[src/design/bblur_pkg.sv]
// shared types and constants of the 3x3 box blur
// no dependencies
package bblur_pkg;

  typedef struct packed {
    logic [7:0] r;
    logic [7:0] g;
    logic [7:0] b;
  } pixel_t;

  // one window column handed from the front to the back
  typedef struct packed {
    logic   emit;
    pixel_t top;
    pixel_t mid;
    pixel_t bot;
  } entry_t;

  localparam int QUEUE_DEPTH = 4;
  localparam int QUEUE_PTR_W = $clog2(QUEUE_DEPTH);

  localparam int SUM_W  = 12;
  localparam int RCP_W  = 17;
  localparam int PROD_W = 29;
  localparam int RCP_SHIFT = 16;

  // ceil(2^16 / n), exact for sums up to 9 * 255
  localparam logic [RCP_W-1:0] RCP_1 = 17'd65536;
  localparam logic [RCP_W-1:0] RCP_2 = 17'd32768;
  localparam logic [RCP_W-1:0] RCP_3 = 17'd21846;
  localparam logic [RCP_W-1:0] RCP_4 = 17'd16384;
  localparam logic [RCP_W-1:0] RCP_6 = 17'd10923;
  localparam logic [RCP_W-1:0] RCP_9 = 17'd7282;

  function automatic logic [RCP_W-1:0] recip(input logic [3:0] count);
    logic [RCP_W-1:0] m;
    unique case (count)
      4'd2:    m = RCP_2;
      4'd3:    m = RCP_3;
      4'd4:    m = RCP_4;
      4'd6:    m = RCP_6;
      4'd9:    m = RCP_9;
      default: m = RCP_1;
    endcase
    return m;
  endfunction

endpackage

[src/design/bblur_queue.sv]
// short queue of window columns between the front and the back
// depends on bblur_pkg
module bblur_queue (
  input  logic             clk,
  input  logic             rst,
  input  logic             push,
  input  bblur_pkg::entry_t push_data,
  output logic             full,
  input  logic             pop,
  output logic             avail,
  output bblur_pkg::entry_t pop_data
);
  import bblur_pkg::*;

  entry_t                 slots [QUEUE_DEPTH];
  logic [QUEUE_PTR_W-1:0] wr_ptr;
  logic [QUEUE_PTR_W-1:0] rd_ptr;
  logic [QUEUE_PTR_W:0]   count;

  assign full     = (count == (QUEUE_PTR_W+1)'(QUEUE_DEPTH));
  assign avail    = (count != '0);
  assign pop_data = slots[rd_ptr];

  always_ff @(posedge clk) begin
    if (rst) begin
      wr_ptr <= '0;
      rd_ptr <= '0;
      count  <= '0;
    end else begin
      if (push) begin
        wr_ptr <= wr_ptr + QUEUE_PTR_W'(1);
      end
      if (pop) begin
        rd_ptr <= rd_ptr + QUEUE_PTR_W'(1);
      end
      if (push && !pop) begin
        count <= count + (QUEUE_PTR_W+1)'(1);
      end else if (pop && !push) begin
        count <= count - (QUEUE_PTR_W+1)'(1);
      end
    end
  end

  always_ff @(posedge clk) begin
    if (push) begin
      slots[wr_ptr] <= push_data;
    end
  end

endmodule

[config.mk]
export PLATFORM = sky130hd
export DESIGN_NAME = bblur_queue
export DESIGN_NICKNAME = d
export VERILOG_FILES = /design/src/design/bblur_pkg.sv /design/src/design/bblur_queue.sv
export SDC_FILE = /design/constraint.sdc
export NUM_CORES = 1
export LEC_CHECK = 0
export BUFFER_PORTS_ARGS = -buffer_cell sky130_fd_sc_hd__buf_2
export CAP_MARGIN = 20
export CORE_UTILIZATION = 60
export DETAILED_ROUTE_END_ITERATION = 7
export PLACE_DENSITY = 0.83
export SYNTH_ARGS = -nofsm -noshare
export SYNTH_HDL_FRONTEND = slang
export SYNTH_SLANG_ARGS = --single-unit
export TNS_END_PERCENT = 50
[constraint.sdc]
create_clock -name clk -period 6.2 [get_ports clk]
set_input_delay 0.31 -clock clk [delete_from_list [all_inputs] [get_ports clk]]
set_output_delay 0.31 -clock clk [all_outputs]
set_load 0.02 [all_outputs]
==> flow_summary.ini, run 1 <==
[grt]
grt_remaining_overflow = 0
grt_pass1_vias = 5421
grt_usage = 0.210
grt_max_degree = 74
grt_pass1_wl_um = 29300
antenna_found_initial = 0

[route]
drt-initial-drc-count = 284
drt-pass1-iter-count = 4
vias = 5196
wirelength_um = 20000
drc = 0
viasPerCell = 5.70
wl_per_cell_um = 21.9
antenna_left = 0

[floorplanning]
core_um2 = 18000
die_area_um2 = 18900
fp.dieW_um = 138
die_h_um = 138
initial_core_util = 0.612
placementRows = 49
io_pins = 152

[timing]
setup_ws_ns = 2.95
setup_violations = 0
max_freq_mhz = 307
slew_headroom = 0.292
fin_crit_ns = 3.25
maxSlewViolCount = 0
tns_ns = 0
finalHoldViolCount = 0
max_slew.worst_pin.slew_ns = 1.06
fin_skew_ns = 0.00559
whs_ns = 0.0204
finalCritPeriodShare = 0.525
rsz0062_at_grt = false

[outcome]
status = completed

[critical_path]
critPathBufInv = 2
cpPeakStageDelay_ns = 0.91
critPathLaunchType = flip-flop
worstSetupPathType = reg2out
critical_path.endpoint_type = output port
worstPathRequired_ns = 5.89
cp.arrival_ns = 2.94
critPathTopFamily = flip-flops
cpMaxStageDelayCell = dfxtp_4
path_cells = buf_4 > mux4_1 > buf_2
critPathMaxFanout = 43

[layout]
layout-drive-gt1-share = 0.408
fillers = 974
antenna_cells = 0
area_growth_pct = 23.0
layout.nets = 743

[clock_tree]
cts_sinks = 301
cts_tree = done
ctsRootBufferMaster = clkbuf_16
cts_setup_buffers = 0
numCtsBuffers = 30
cts.clk_slew.worst_paths_ns = 0.06
htree_num_levels = 1
post_cts_resized = 0
clock_latency_ns = 0.52
cts-hold-fix-buffers = 61
clockBufferDepth = 3

[logic_synthesis]
syn-cell-area_um2 = 11000
synth_nets = 508
synth-seq-cells = 301
syn_avg_cell_area_um2 = 26.0
synthCells = 425
synth_cell_types = 22
yosys-top-cells-area = edfxtp_1, mux4_2, dfxtp_1, buf_12, ha_1
synth_enable_flop_cells = 292
synth_ff_type = edfxtp_1
synth_top_area_share = 0.794
synth_warnings = 0
synthTopCellsByCount = edfxtp_1, mux4_2, dfxtp_1
synth_seq_area_share = 0.811
netlist.top_cell.by_area = edfxtp_1
synthArstFlopShare = 0
yosysMostFrequentCell = edfxtp_1

[run]
drv_cap = 0

[hold_path]
hold_class = in2reg

[pwr]
p_per_area_nw_per_um2 = 334
p_leak_uw = 0.00466
worst_ir_drop_vdd_v = 0.000252
finalPower_uw = 4530

[place]
dp_worst_setup_slack_ns = 3.39
place_hpwl_um = 10600
gp_congestion = 0.747
port_buffers = 151
## state kept, by name, indices dropped and copies added, names as in the netlist, named ones only
name and count:
wr_ptr 2, slots 292, rd_ptr 2, count 3
## cells by family (layout without fill, tap and decap cells)
logic type      count (synthesis)  count (layout)  share of synthesized area
buf+inv                        21             279                     0.0190
compound gates                  2               2                   0.000906
mux                            75              75                      0.151
flops                         301             301                      0.811
simple gates                   15              15                    0.00680
fa+ha+maj                       6               6                    0.00748
xor+xnor                        5               5                    0.00397
## where the power goes
part	total [uW]	leakage (uW)	switching [uW]	internal, uW
logic	485	0.00145	261	224
clock network	1650	0.000455	698	949
registers	2400	0.00276	59.3	2340
## placed cells by master (no fill, tap or decap)
cell type / instances
and2_4: 4
xnor2_1: 2
xor2_1: 3
clkinv_1: 4
inv_1: 4
edfxtp_1: 292
buf_12: 1
o21ai_0: 1
mux4_2: 72
fa_1: 1
buf_2: 151
clkbuf_16: 32
inv_6: 1
clkinv_2: 9
dlygate4sd3_1: 64
nor2_1: 7
a21oi_1: 1
dfxtp_4: 2
buf_4: 1
mux4_1: 1
or3_1: 2
mux2i_1: 2
dfxtp_1: 7
clkbuf_1: 6
buf_16: 3
nor3b_1: 1
clkbuf_8: 1
ha_1: 5
nand2_1: 1
clkinvlp_4: 2
## path summary, 6_finish.rpt
path / startpoint / to / slack [ns] / cells after the start
worst max-delay path: flip-flop / pop_data[68] / 2.95 / 3
worst min-delay path: push_data[52] / slots[0][52] / 0.02 / 1
worst max register to register: wr_ptr[0] / slots[2][11] / 4.44 / 4
worst min register to register: count[2] / count[2] / 0.50 / 2
## worst reg2reg max path, stage by stage (launching register included)
cell     delay, ns
dfxtp_1       0.36
inv_1         0.11
ha_1          0.17
and2_4        0.44
buf_16        0.32
## metrics by stage
stage / cells / utilization / cell area [um^2]
finish: 912 / 0.753 / 13600
global route: 912 / 0.753 / 13600
CTS: 905 / 0.746 / 13400
detailed placement: 789 / 0.661 / 11900
global placement: 789 / 0.661 / 11900
floorplan: 425 / - / 11000
## per-layer routing
layer | track usage | part of all wire | vias up
li1 | - | - | 2290
met1 | 0.285 | 0.39 | 2671
met2 | 0.345 | 0.52 | 202
met3 | 0.0493 | 0.069 | 33
met4 | 0.0574 | 0.016 | 0
met5 | 0 | 0 | -
## layout make-up
| type | instances | area [um^2] | area share |
|---|---|---|---|
| inverters | 4 | 15.0 | 0.00111 |
| well taps | 229 | 287 | 0.0211 |
| flip-flops and latches | 301 | 8960 | 0.660 |
| clock inverters | 16 | 83.8 | 0.00618 |
| clock buffers | 39 | 837 | 0.0617 |
| multi-input cells | 103 | 1890 | 0.139 |
| repair buffers | 220 | 1510 | 0.111 |
No activity file was read; power rests on OpenSTA's default activity.
==> run 2: changes to the inputs <==
CORE_UTILIZATION = 51   (was 60)
PLACE_DENSITY = 0.75   (was 0.83)
clock period = 2.81 ns   (was 6.2 ns; I/O delays follow)
==> flow_summary.ini, run 2 (synthesized netlist as in run 1, its figures left out) <==
[outcome]
status = completed

[floorplanning]
core_um2 = 21100
placementRows = 53
io_pins = 152
initial_core_util = 0.523
fp.dieW_um = 149
die_area_um2 = 22200
die_h_um = 149

[layout]
antenna_cells = 0
layout.cells.non_filler = 982
regMostFlops = slots
layout_commonest_cell = edfxtp_1
fin_area_um2 = 13900
area_growth_pct = 26.2
final_cell_mix = edfxtp_1, buf_2, dlygate4sd3_1
reg_top3 = slots (292), count (3)
largest_register_ffs = 292
layout.nets = 766
layout-drive-gt1-share = 0.419

[timing]
fin_crit_ns = 2.41
setup_violations = 0
whs_ns = 0.341
finalCritPeriodShare = 0.859
fin_skew_ns = 0.0192
max_freq_mhz = 415
maxSlewViolCount = 0
max_slew.worst_pin.slew_ns = 0.536
finalHoldViolCount = 0
slew_headroom = 0.643
tns_ns = 0
rsz0062_at_grt = false

[place]
place_hpwl_um = 12000
port_buffers = 151
gp_congestion = 0.717
dp.cells = 850
postPlaceCellArea_um2 = 12100

[critical_path]
critPathLaunchType = flip-flop
worstPathRequired_ns = 2.67
worstSetupPathType = reg2out
critical_path.endpoint_type = output port
cp.arrival_ns = 2.27
critPathMaxFanout = 29

[clock_tree]
post_cts_resized = 0
ctsRootBufferMaster = clkbuf_16
cts_tree = done
numCtsBuffers = 30
cts.clk_slew.worst_paths_ns = 0.06
clockBufferDepth = 3
htree_num_levels = 1
cts_sinks = 301
clock_latency_ns = 0.55

[pwr]
seqPwrFrac = 0.500
p_per_area_nw_per_um2 = 754
swShare = 0.224
power.share.combinational = 0.108
power.switching_uw = 2360
intPower_uw = 8140
worst_ir_drop_vdd_v = 0.000581
p_leak_uw = 0.00481
pwr-share-clk = 0.392

[grt]
grt_pass1_wl_um = 31700
grt_pass1_vias = 5713
grt_remaining_overflow = 0
grt_max_degree = 49
grt_usage = 0.191
antenna_found_initial = 1

[route]
wl_per_cell_um = 21.0
drt-initial-drc-count = 319
viasPerCell = 5.36
antenna_left = 0
wirelength_um = 20600
drc = 0
drt-pass1-iter-count = 4
vias = 5261

[run]
drv_cap = 0

[hold_path]
hold_class = in2reg
-- run 2: changes by cell type in the layout (fill, tap and decap cells not counted), sizes merged --
cell and change:
inv +1, clkbuf -6, bufinv +5, clkinvlp +1, buf +11, dlygate4sd3 +12
-- run 2: power groups by stage --
stage	Clock (uW)	Sequential [uW]	Combinational (uW)
3_3_place_gp	0	5320	1040
4_1_cts	4180	5250	1150
2_1_floorplan	0	5300	739
6_report	4120	5250	1130
5_1_grt	4360	5260	1220
3_5_place_dp	0	5340	1060
-- run 2: worst max-delay path, stage by stage, from the launching register on --
cell,delay [ns]
dfxtp_4,0.65
buf_12,0.33
mux4_2,0.56
buf_2,0.18
-- run 2: per-layer routing --
metal,GRT usage,share of wire,vias to the layer above
met3,0.0373,0.047,32
met5,0,0.00063,-
li1,-,-,2340
met4,0.0429,0.018,2
met1,0.245,0.41,2734
met2,0.339,0.53,153
-- run 2: stage by stage --
step,power (uW),util,worst slack (ns)
after floorplan,6040,-,0.122
after global placement,6360,0.575,0.916
after detailed placement,6400,0.575,0.883
after CTS,10600,0.661,0.297
after global routing,10800,0.661,0.223
final,10500,0.661,0.398
-- run 2: final cells by class --
| cell class | count | area, um^2 |
|---|---|---|
| flip-flops and latches | 301 | 8960 |
| fillers | 1399 | 7160 |
| multi-input cells | 103 | 1890 |
| repair buffers | 243 | 1690 |
| clock buffers | 33 | 783 |
| well taps | 275 | 344 |
| clock inverters | 23 | 255 |
| inverters | 4 | 15.0 |
-- run 2: repair_timing --
item | CTS | global route
hold buffers | 76 | 0
hold endpoints to repair | 301 | 0
buffers inserted | 0 | 0
-- run 2: path summary, 6_finish.rpt --
check        slack (ns)           end  cells past startpoint          start
max                0.40  pop_data[41]                      3      flip-flop
min reg2reg        0.52     rd_ptr[1]                      2      rd_ptr[1]
min                0.34  slots[3][71]                      2  push_data[71]
max reg2reg        1.02  slots[3][54]                      3      wr_ptr[0]
