$ cat src/design/bblur_pkg.sv
// shared types and constants of the 3x3 box blur
// no dependencies
package bblur_pkg;

  typedef struct packed {
    logic [7:0] r;
    logic [7:0] g;
    logic [7:0] b;
  } pixel_t;

  // one window column handed from the front to the back
  typedef struct packed {
    logic   emit;
    pixel_t top;
    pixel_t mid;
    pixel_t bot;
  } entry_t;

  localparam int QUEUE_DEPTH = 4;
  localparam int QUEUE_PTR_W = $clog2(QUEUE_DEPTH);

  localparam int SUM_W  = 12;
  localparam int RCP_W  = 17;
  localparam int PROD_W = 29;
  localparam int RCP_SHIFT = 16;

  // ceil(2^16 / n), exact for sums up to 9 * 255
  localparam logic [RCP_W-1:0] RCP_1 = 17'd65536;
  localparam logic [RCP_W-1:0] RCP_2 = 17'd32768;
  localparam logic [RCP_W-1:0] RCP_3 = 17'd21846;
  localparam logic [RCP_W-1:0] RCP_4 = 17'd16384;
  localparam logic [RCP_W-1:0] RCP_6 = 17'd10923;
  localparam logic [RCP_W-1:0] RCP_9 = 17'd7282;

  function automatic logic [RCP_W-1:0] recip(input logic [3:0] count);
    logic [RCP_W-1:0] m;
    unique case (count)
      4'd2:    m = RCP_2;
      4'd3:    m = RCP_3;
      4'd4:    m = RCP_4;
      4'd6:    m = RCP_6;
      4'd9:    m = RCP_9;
      default: m = RCP_1;
    endcase
    return m;
  endfunction

endpackage

$ cat src/design/bblur_back.sv
// back: 3x3 window, edge masks, sums, reciprocal multiply, output register
// depends on bblur_pkg
module bblur_back #(
  parameter int MAX_WIDTH  = 1024,
  parameter int MAX_HEIGHT = 4096
) (
  input  logic                            clk,
  input  logic                            rst,
  input  logic                            restart,
  input  logic [$clog2(MAX_WIDTH)-1:0]    w_last,
  input  logic [$clog2(MAX_HEIGHT+2)-1:0] h_last,
  input  logic                            avail,
  input  bblur_pkg::entry_t               pop_data,
  output logic                            pop,
  output logic                            out_valid,
  input  logic                            out_stall,
  output logic [7:0]                      red_out,
  output logic [7:0]                      green_out,
  output logic [7:0]                      blue_out,
  output logic                            frame_end
);
  import bblur_pkg::*;

  localparam int CW = $clog2(MAX_WIDTH);
  localparam int RW = $clog2(MAX_HEIGHT + 2);

  pixel_t win      [9];
  pixel_t win_next [9];

  logic [CW-1:0] out_col;
  logic [RW-1:0] out_row;

  logic             s_valid;
  logic [SUM_W-1:0] s_sum_r;
  logic [SUM_W-1:0] s_sum_g;
  logic [SUM_W-1:0] s_sum_b;
  logic [3:0]       s_count;
  logic             s_last;

  logic              m_valid;
  logic [PROD_W-1:0] m_prod_r;
  logic [PROD_W-1:0] m_prod_g;
  logic [PROD_W-1:0] m_prod_b;
  logic              m_last;

  logic en_o;
  logic en_m;
  logic en_s;
  logic emit_ok;
  logic last;
  logic [2:0] row_ok;
  logic [2:0] col_ok;
  logic [1:0] rows;
  logic [1:0] cols;
  logic [SUM_W-1:0] sum_r;
  logic [SUM_W-1:0] sum_g;
  logic [SUM_W-1:0] sum_b;
  logic [RCP_W-1:0] rcp;

  assign en_o = !out_valid || !out_stall;
  assign en_m = !m_valid || en_o;
  assign en_s = !s_valid || en_m;
  assign pop  = avail && en_s;

  always_comb begin
    for (int r = 0; r < 3; r++) begin
      win_next[r*3]     = win[r*3+1];
      win_next[r*3 + 1] = win[r*3+2];
    end
    win_next[2] = pop_data.top;
    win_next[5] = pop_data.mid;
    win_next[8] = pop_data.bot;

    emit_ok = pop_data.emit && (out_row <= h_last);
    last    = (out_row == h_last) && (out_col == w_last);

    // neighbors outside the frame drop out of the mean
    row_ok = {out_row != h_last, 1'b1, out_row != '0};
    col_ok = {out_col != w_last, 1'b1, out_col != '0};
    rows   = 2'd1 + {1'b0, row_ok[0]} + {1'b0, row_ok[2]};
    cols   = 2'd1 + {1'b0, col_ok[0]} + {1'b0, col_ok[2]};

    sum_r = '0;
    sum_g = '0;
    sum_b = '0;
    for (int k = 0; k < 9; k++) begin
      if (row_ok[k/3] && col_ok[k%3]) begin
        sum_r = sum_r + SUM_W'(win_next[k].r);
        sum_g = sum_g + SUM_W'(win_next[k].g);
        sum_b = sum_b + SUM_W'(win_next[k].b);
      end
    end
  end

  always_ff @(posedge clk) begin
    if (rst) begin
      for (int k = 0; k < 9; k++) begin
        win[k] <= '0;
      end
    end else if (pop) begin
      for (int k = 0; k < 9; k++) begin
        win[k] <= win_next[k];
      end
    end
  end

  always_ff @(posedge clk) begin
    if (rst || restart) begin
      out_col <= '0;
      out_row <= '0;
    end else if (pop && emit_ok) begin
      priority if (last) begin
        out_col <= '0;
        out_row <= '0;
      end else if (out_col == w_last) begin
        out_col <= '0;
        out_row <= out_row + RW'(1);
      end else begin
        out_col <= out_col + CW'(1);
      end
    end
  end

  always_ff @(posedge clk) begin
    if (rst) begin
      s_valid   <= 1'b0;
      m_valid   <= 1'b0;
      out_valid <= 1'b0;
    end else begin
      if (en_s) begin
        s_valid <= pop && emit_ok;
      end
      if (en_m) begin
        m_valid <= s_valid;
      end
      if (en_o) begin
        out_valid <= m_valid;
      end
    end
  end

  assign rcp = recip(s_count);

  always_ff @(posedge clk) begin
    if (en_s) begin
      s_sum_r <= sum_r;
      s_sum_g <= sum_g;
      s_sum_b <= sum_b;
      s_count <= {2'b00, rows} * {2'b00, cols};
      s_last  <= last;
    end
    if (en_m) begin
      m_prod_r <= PROD_W'(s_sum_r) * PROD_W'(rcp);
      m_prod_g <= PROD_W'(s_sum_g) * PROD_W'(rcp);
      m_prod_b <= PROD_W'(s_sum_b) * PROD_W'(rcp);
      m_last   <= s_last;
    end
    if (en_o) begin
      red_out   <= m_prod_r[RCP_SHIFT +: 8];
      green_out <= m_prod_g[RCP_SHIFT +: 8];
      blue_out  <= m_prod_b[RCP_SHIFT +: 8];
      frame_end <= m_last;
    end
  end

endmodule

$ cat config.mk
export PLATFORM = sky130hd
export DESIGN_NAME = bblur_back
export DESIGN_NICKNAME = d
export VERILOG_FILES = /design/src/design/bblur_pkg.sv /design/src/design/bblur_back.sv
export SDC_FILE = /design/constraint.sdc
export NUM_CORES = 2
export LEC_CHECK = 0
export ABC_AREA = 1
export BUFFER_PORTS_ARGS = -buffer_cell sky130_fd_sc_hd__buf_2
export CORE_MARGIN = 3
export CORE_UTILIZATION = 45
export DETAILED_ROUTE_END_ITERATION = 6
export HOLD_SLACK_MARGIN = 0.06
export MAX_ROUTING_LAYER = met4
export SLEW_MARGIN = 20
export SYNTH_ARGS = -nofsm -noshare
export SYNTH_HDL_FRONTEND = slang
export SYNTH_SLANG_ARGS = --single-unit
$ cat constraint.sdc
create_clock -name clk -period 16.1 [get_ports clk]
set_input_delay 0.805 -clock clk [delete_from_list [all_inputs] [get_ports clk]]
set_output_delay 0.805 -clock clk [all_outputs]
set_load 0.005 [all_outputs]
==> impl_metrics.yaml <==
critical_path:
  worst-endpoint-arrival_ns: 11.12
  cp_slowest_cell: "nand2_1"
  cp-start-kind: "flop"
  path_max_fanout: 30
  crit_top_cell: "nand2_1"
  worst-setup-path-type: "reg2reg"
  max_stage_delay_ns: 0.77
  endpoint_kind: "flop"
  crit_required_ns: 16.43
pwr:
  finalPower_mw: 3.67
  ir_drop_mv: 0.0831
  cellPowerDensity_nw_per_um2: 98.4
  power.leakage_nw: 18.6
cts:
  clockRootBuffer: "clkbuf_16"
  clkLatencyLatePin_ns: 0.57
  cts_sinks: 261
  cts_buffers: 37
  cts_setup_buffers: 0
  cts_max_level: 2
  cts_buffer_depth: 3
  cts.clk_slew.worst_paths_ns: 0.06
  cts_tree: "yes"
  holdBufCountCts: 0
  cts_resized: 0
detailed_routing:
  firstDrtPassIters: 5
  wl_per_cell_um: 16.2
  wl_um: 85200
  drc: 0
  viasPerCell: 4.98
  detail-route-antenna-nets: 0
  via_count: 26300
  drtIter0Drc: 1617
die:
  core_um2: 74800
  initial_core_util_pct: 45.7
  io_pins: 128
  rows: 100
  die_area_um2: 79400
  die_h_um: 282
  chipWidth_um: 282
timing:
  fin_crit_sh_pct: 67.0
  hold_viol_final: 0
  setup_viol: 0
  finClkSkew_ns: 0.0223
  min_period_ns: 10.79
  worst_slack_ns: 5.31
  drv_slew: 0
  fmax_ghz: 0.0927
  rsz0062_at_grt: "false"
  slew_headroom_pct: 28.1
  worst_pin_slew_ns: 1.07
  fin_tns_setup_ns: 0
run:
  drv_cap: 0
status:
  outcome: "completed"
place:
  dp.cells: 5206
  port_buffers: 127
  dpl_cell_area_um2: 36000
  hpwlAfterDp_um: 69800
  gp_congestion: 0.917
  post-place-ws_ns: 5.23
finish:
  fillers: 7255
  finalNetCount: 5118
  fin_cells: 5273
  postLayoutCellArea_um2: 37300
  antennaDiodeCount: 0
  drive_above_1_share_pct: 8.88
  synthToLayoutAreaGrowth_pct: 8.98
synthesis:
  synth_top_area_share_pct: 23.3
  synth_area_leaders: "fa_1 (23%), edfxtp_1 (21%), ha_1 (13%)"
  synth_adder_area_share_pct: 35.9
  muxShareOfSynthArea_pct: 0
  netlist_instances: 4158
  syn_nets: 5000
  yosysSeqAreaShare_pct: 22.1
  synthXorXnorAreaFrac_pct: 3.45
  synthSimpleGateAreaFrac_pct: 18.2
  yosys_warnings: 0
  netlist_area_um2: 34200
  synth-async-reset-ratio_pct: 0
  synth.distinct_cells: 59
  yosys.area.top_type: "fa_1"
  synthMostInstantiatedCell: "inv_1"
  synth_edf_count: 235
  synth.avg_cell_area_um2: 8.23
  ys.flop_type: "edfxtp_1"
  synth_common_cells: "inv_1 (954), nand2_1 (618), nor2_1 (503), fa_1 (399), ha_1 (342)"
  synth_top_family_by_area: "adder cells"
  synth_seq_cells: 261
  synth-compound-area-share_pct: 8.64
grt:
  grt_use_total_pct: 22.8
  grt_max_degree: 68
  grt_remaining_overflow: 0
  antenna_found_initial: 1
  grt_pass1_wl_um: 138000
  first_global_vias: 26400
min_path:
  hold_class: "reg2reg"
==> critical path: cells and delay by family (launching register included) <==
kind | cells | cell delay [ns]
AOI/OAI and AO/OA | 13 | 2.30
xor gates and xnor gates | 2 | 0.35
adders and majority gates | 10 | 3.63
buffers and inverters | 7 | 0.62
DFF | 1 | 0.32
and+or+nand+nor | 21 | 3.28
==> flip-flops by register name (all words and copies together) (netlist names), 4 cells and up <==
signal     flops
blue_out       8
green_out      8
m_prod_b       8
m_prod_g       8
m_prod_r       8
out_col       10
out_row       13
red_out        8
s_count        4
s_sum_b       12
s_sum_g       12
s_sum_r       12
win          144
==> power breakdown <==
part / switching (mW) / internal (mW)
Clock: 0.345 / 0.559
Combinational: 1.09 / 0.671
Sequential: 0.0796 / 0.928
==> path summary, 6_finish.rpt <==
path / slack [ns] / end / start / cells after the start
min reg2reg: 0.41 / green_out[4] / m_prod_g[20] / 0
max reg2reg: 5.31 / s_sum_g[11] / out_row[0] / 53
min: 0.41 / green_out[4] / m_prod_g[20] / 0
max: 5.31 / s_sum_g[11] / out_row[0] / 53
==> through the flow <==
step / hold slack [ns] / util [%]
2_1_floorplan: 0.400 / -
3_3_place_gp: 0.404 / 48.1
3_5_place_dp: 0.406 / 48.1
4_1_cts: 0.413 / 49.8
5_1_grt: 0.422 / 49.8
6_report: 0.412 / 49.8
==> layer usage <==
| layer | vias up | global-route usage, % | routed length (µm) | part of all wire [%] |
|---|---|---|---|---|
| met3 | 115 | 3.25 | 4370 | 5.1 |
| met4 | 0 | 5.69 | 2200 | 2.6 |
| met5 | - | - | 0 | 0 |
| met2 | 565 | 37.3 | 40100 | 47 |
| li1 | 13200 | - | - | - |
| met1 | 12400 | 29.9 | 38500 | 45 |
==> layout make-up <==
| type | count | area, µm² | area share (%) |
|---|---|---|---|
| clock inverter | 26 | 365 | 0.980 |
| clock buffer | 41 | 951 | 2.55 |
| sequential | 261 | 7580 | 20.3 |
| inverter | 989 | 3710 | 9.96 |
| tap | 969 | 1210 | 3.25 |
| multi-input combinational | 2836 | 22600 | 60.7 |
| timing repair buffer | 151 | 816 | 2.19 |
==> cells by family (layout without fill, tap and decap cells) <==
| family | Yosys count | in the layout |
|---|---|---|
| adder cells (fa/ha/maj) | 741 | 741 |
| AO/OA/AOI/OAI | 543 | 543 |
| XOR/XNOR | 134 | 134 |
| AND/OR/NAND/NOR | 1418 | 1418 |
| flip-flops | 261 | 261 |
| buffers and inverters | 1061 | 1207 |
==> cells in the final DEF, fill, tap and decap left out, types with 8 or more instances in the layout <==
cell | synthesis | routed
inv_1 | 954 | 952
nand2_1 | 618 | 616
nor2_1 | 503 | 501
fa_1 | 399 | 399
ha_1 | 342 | 342
edfxtp_1 | 235 | 235
a21oi_1 | 222 | 222
o21ai_0 | 219 | 219
buf_2 | 0 | 127
nand3_1 | 89 | 89
xor2_1 | 73 | 73
xnor2_1 | 60 | 60
nand2_2 | 43 | 43
clkbuf_16 | 0 | 37
inv_2 | 32 | 33
dfxtp_1 | 26 | 26
buf_4 | 0 | 24
nor3_1 | 23 | 23
o21bai_1 | 22 | 22
nor2_2 | 19 | 21
nand3_2 | 20 | 20
nand2_4 | 18 | 20
nand4_1 | 18 | 18
or2_2 | 17 | 17
a211oi_1 | 12 | 12
clkinv_1 | 3 | 11
a31oi_1 | 11 | 11
a21o_1 | 10 | 10
nor4_1 | 8 | 8
bufinv_16 | 0 | 8
No activity file was read; power rests on OpenSTA's default activity.
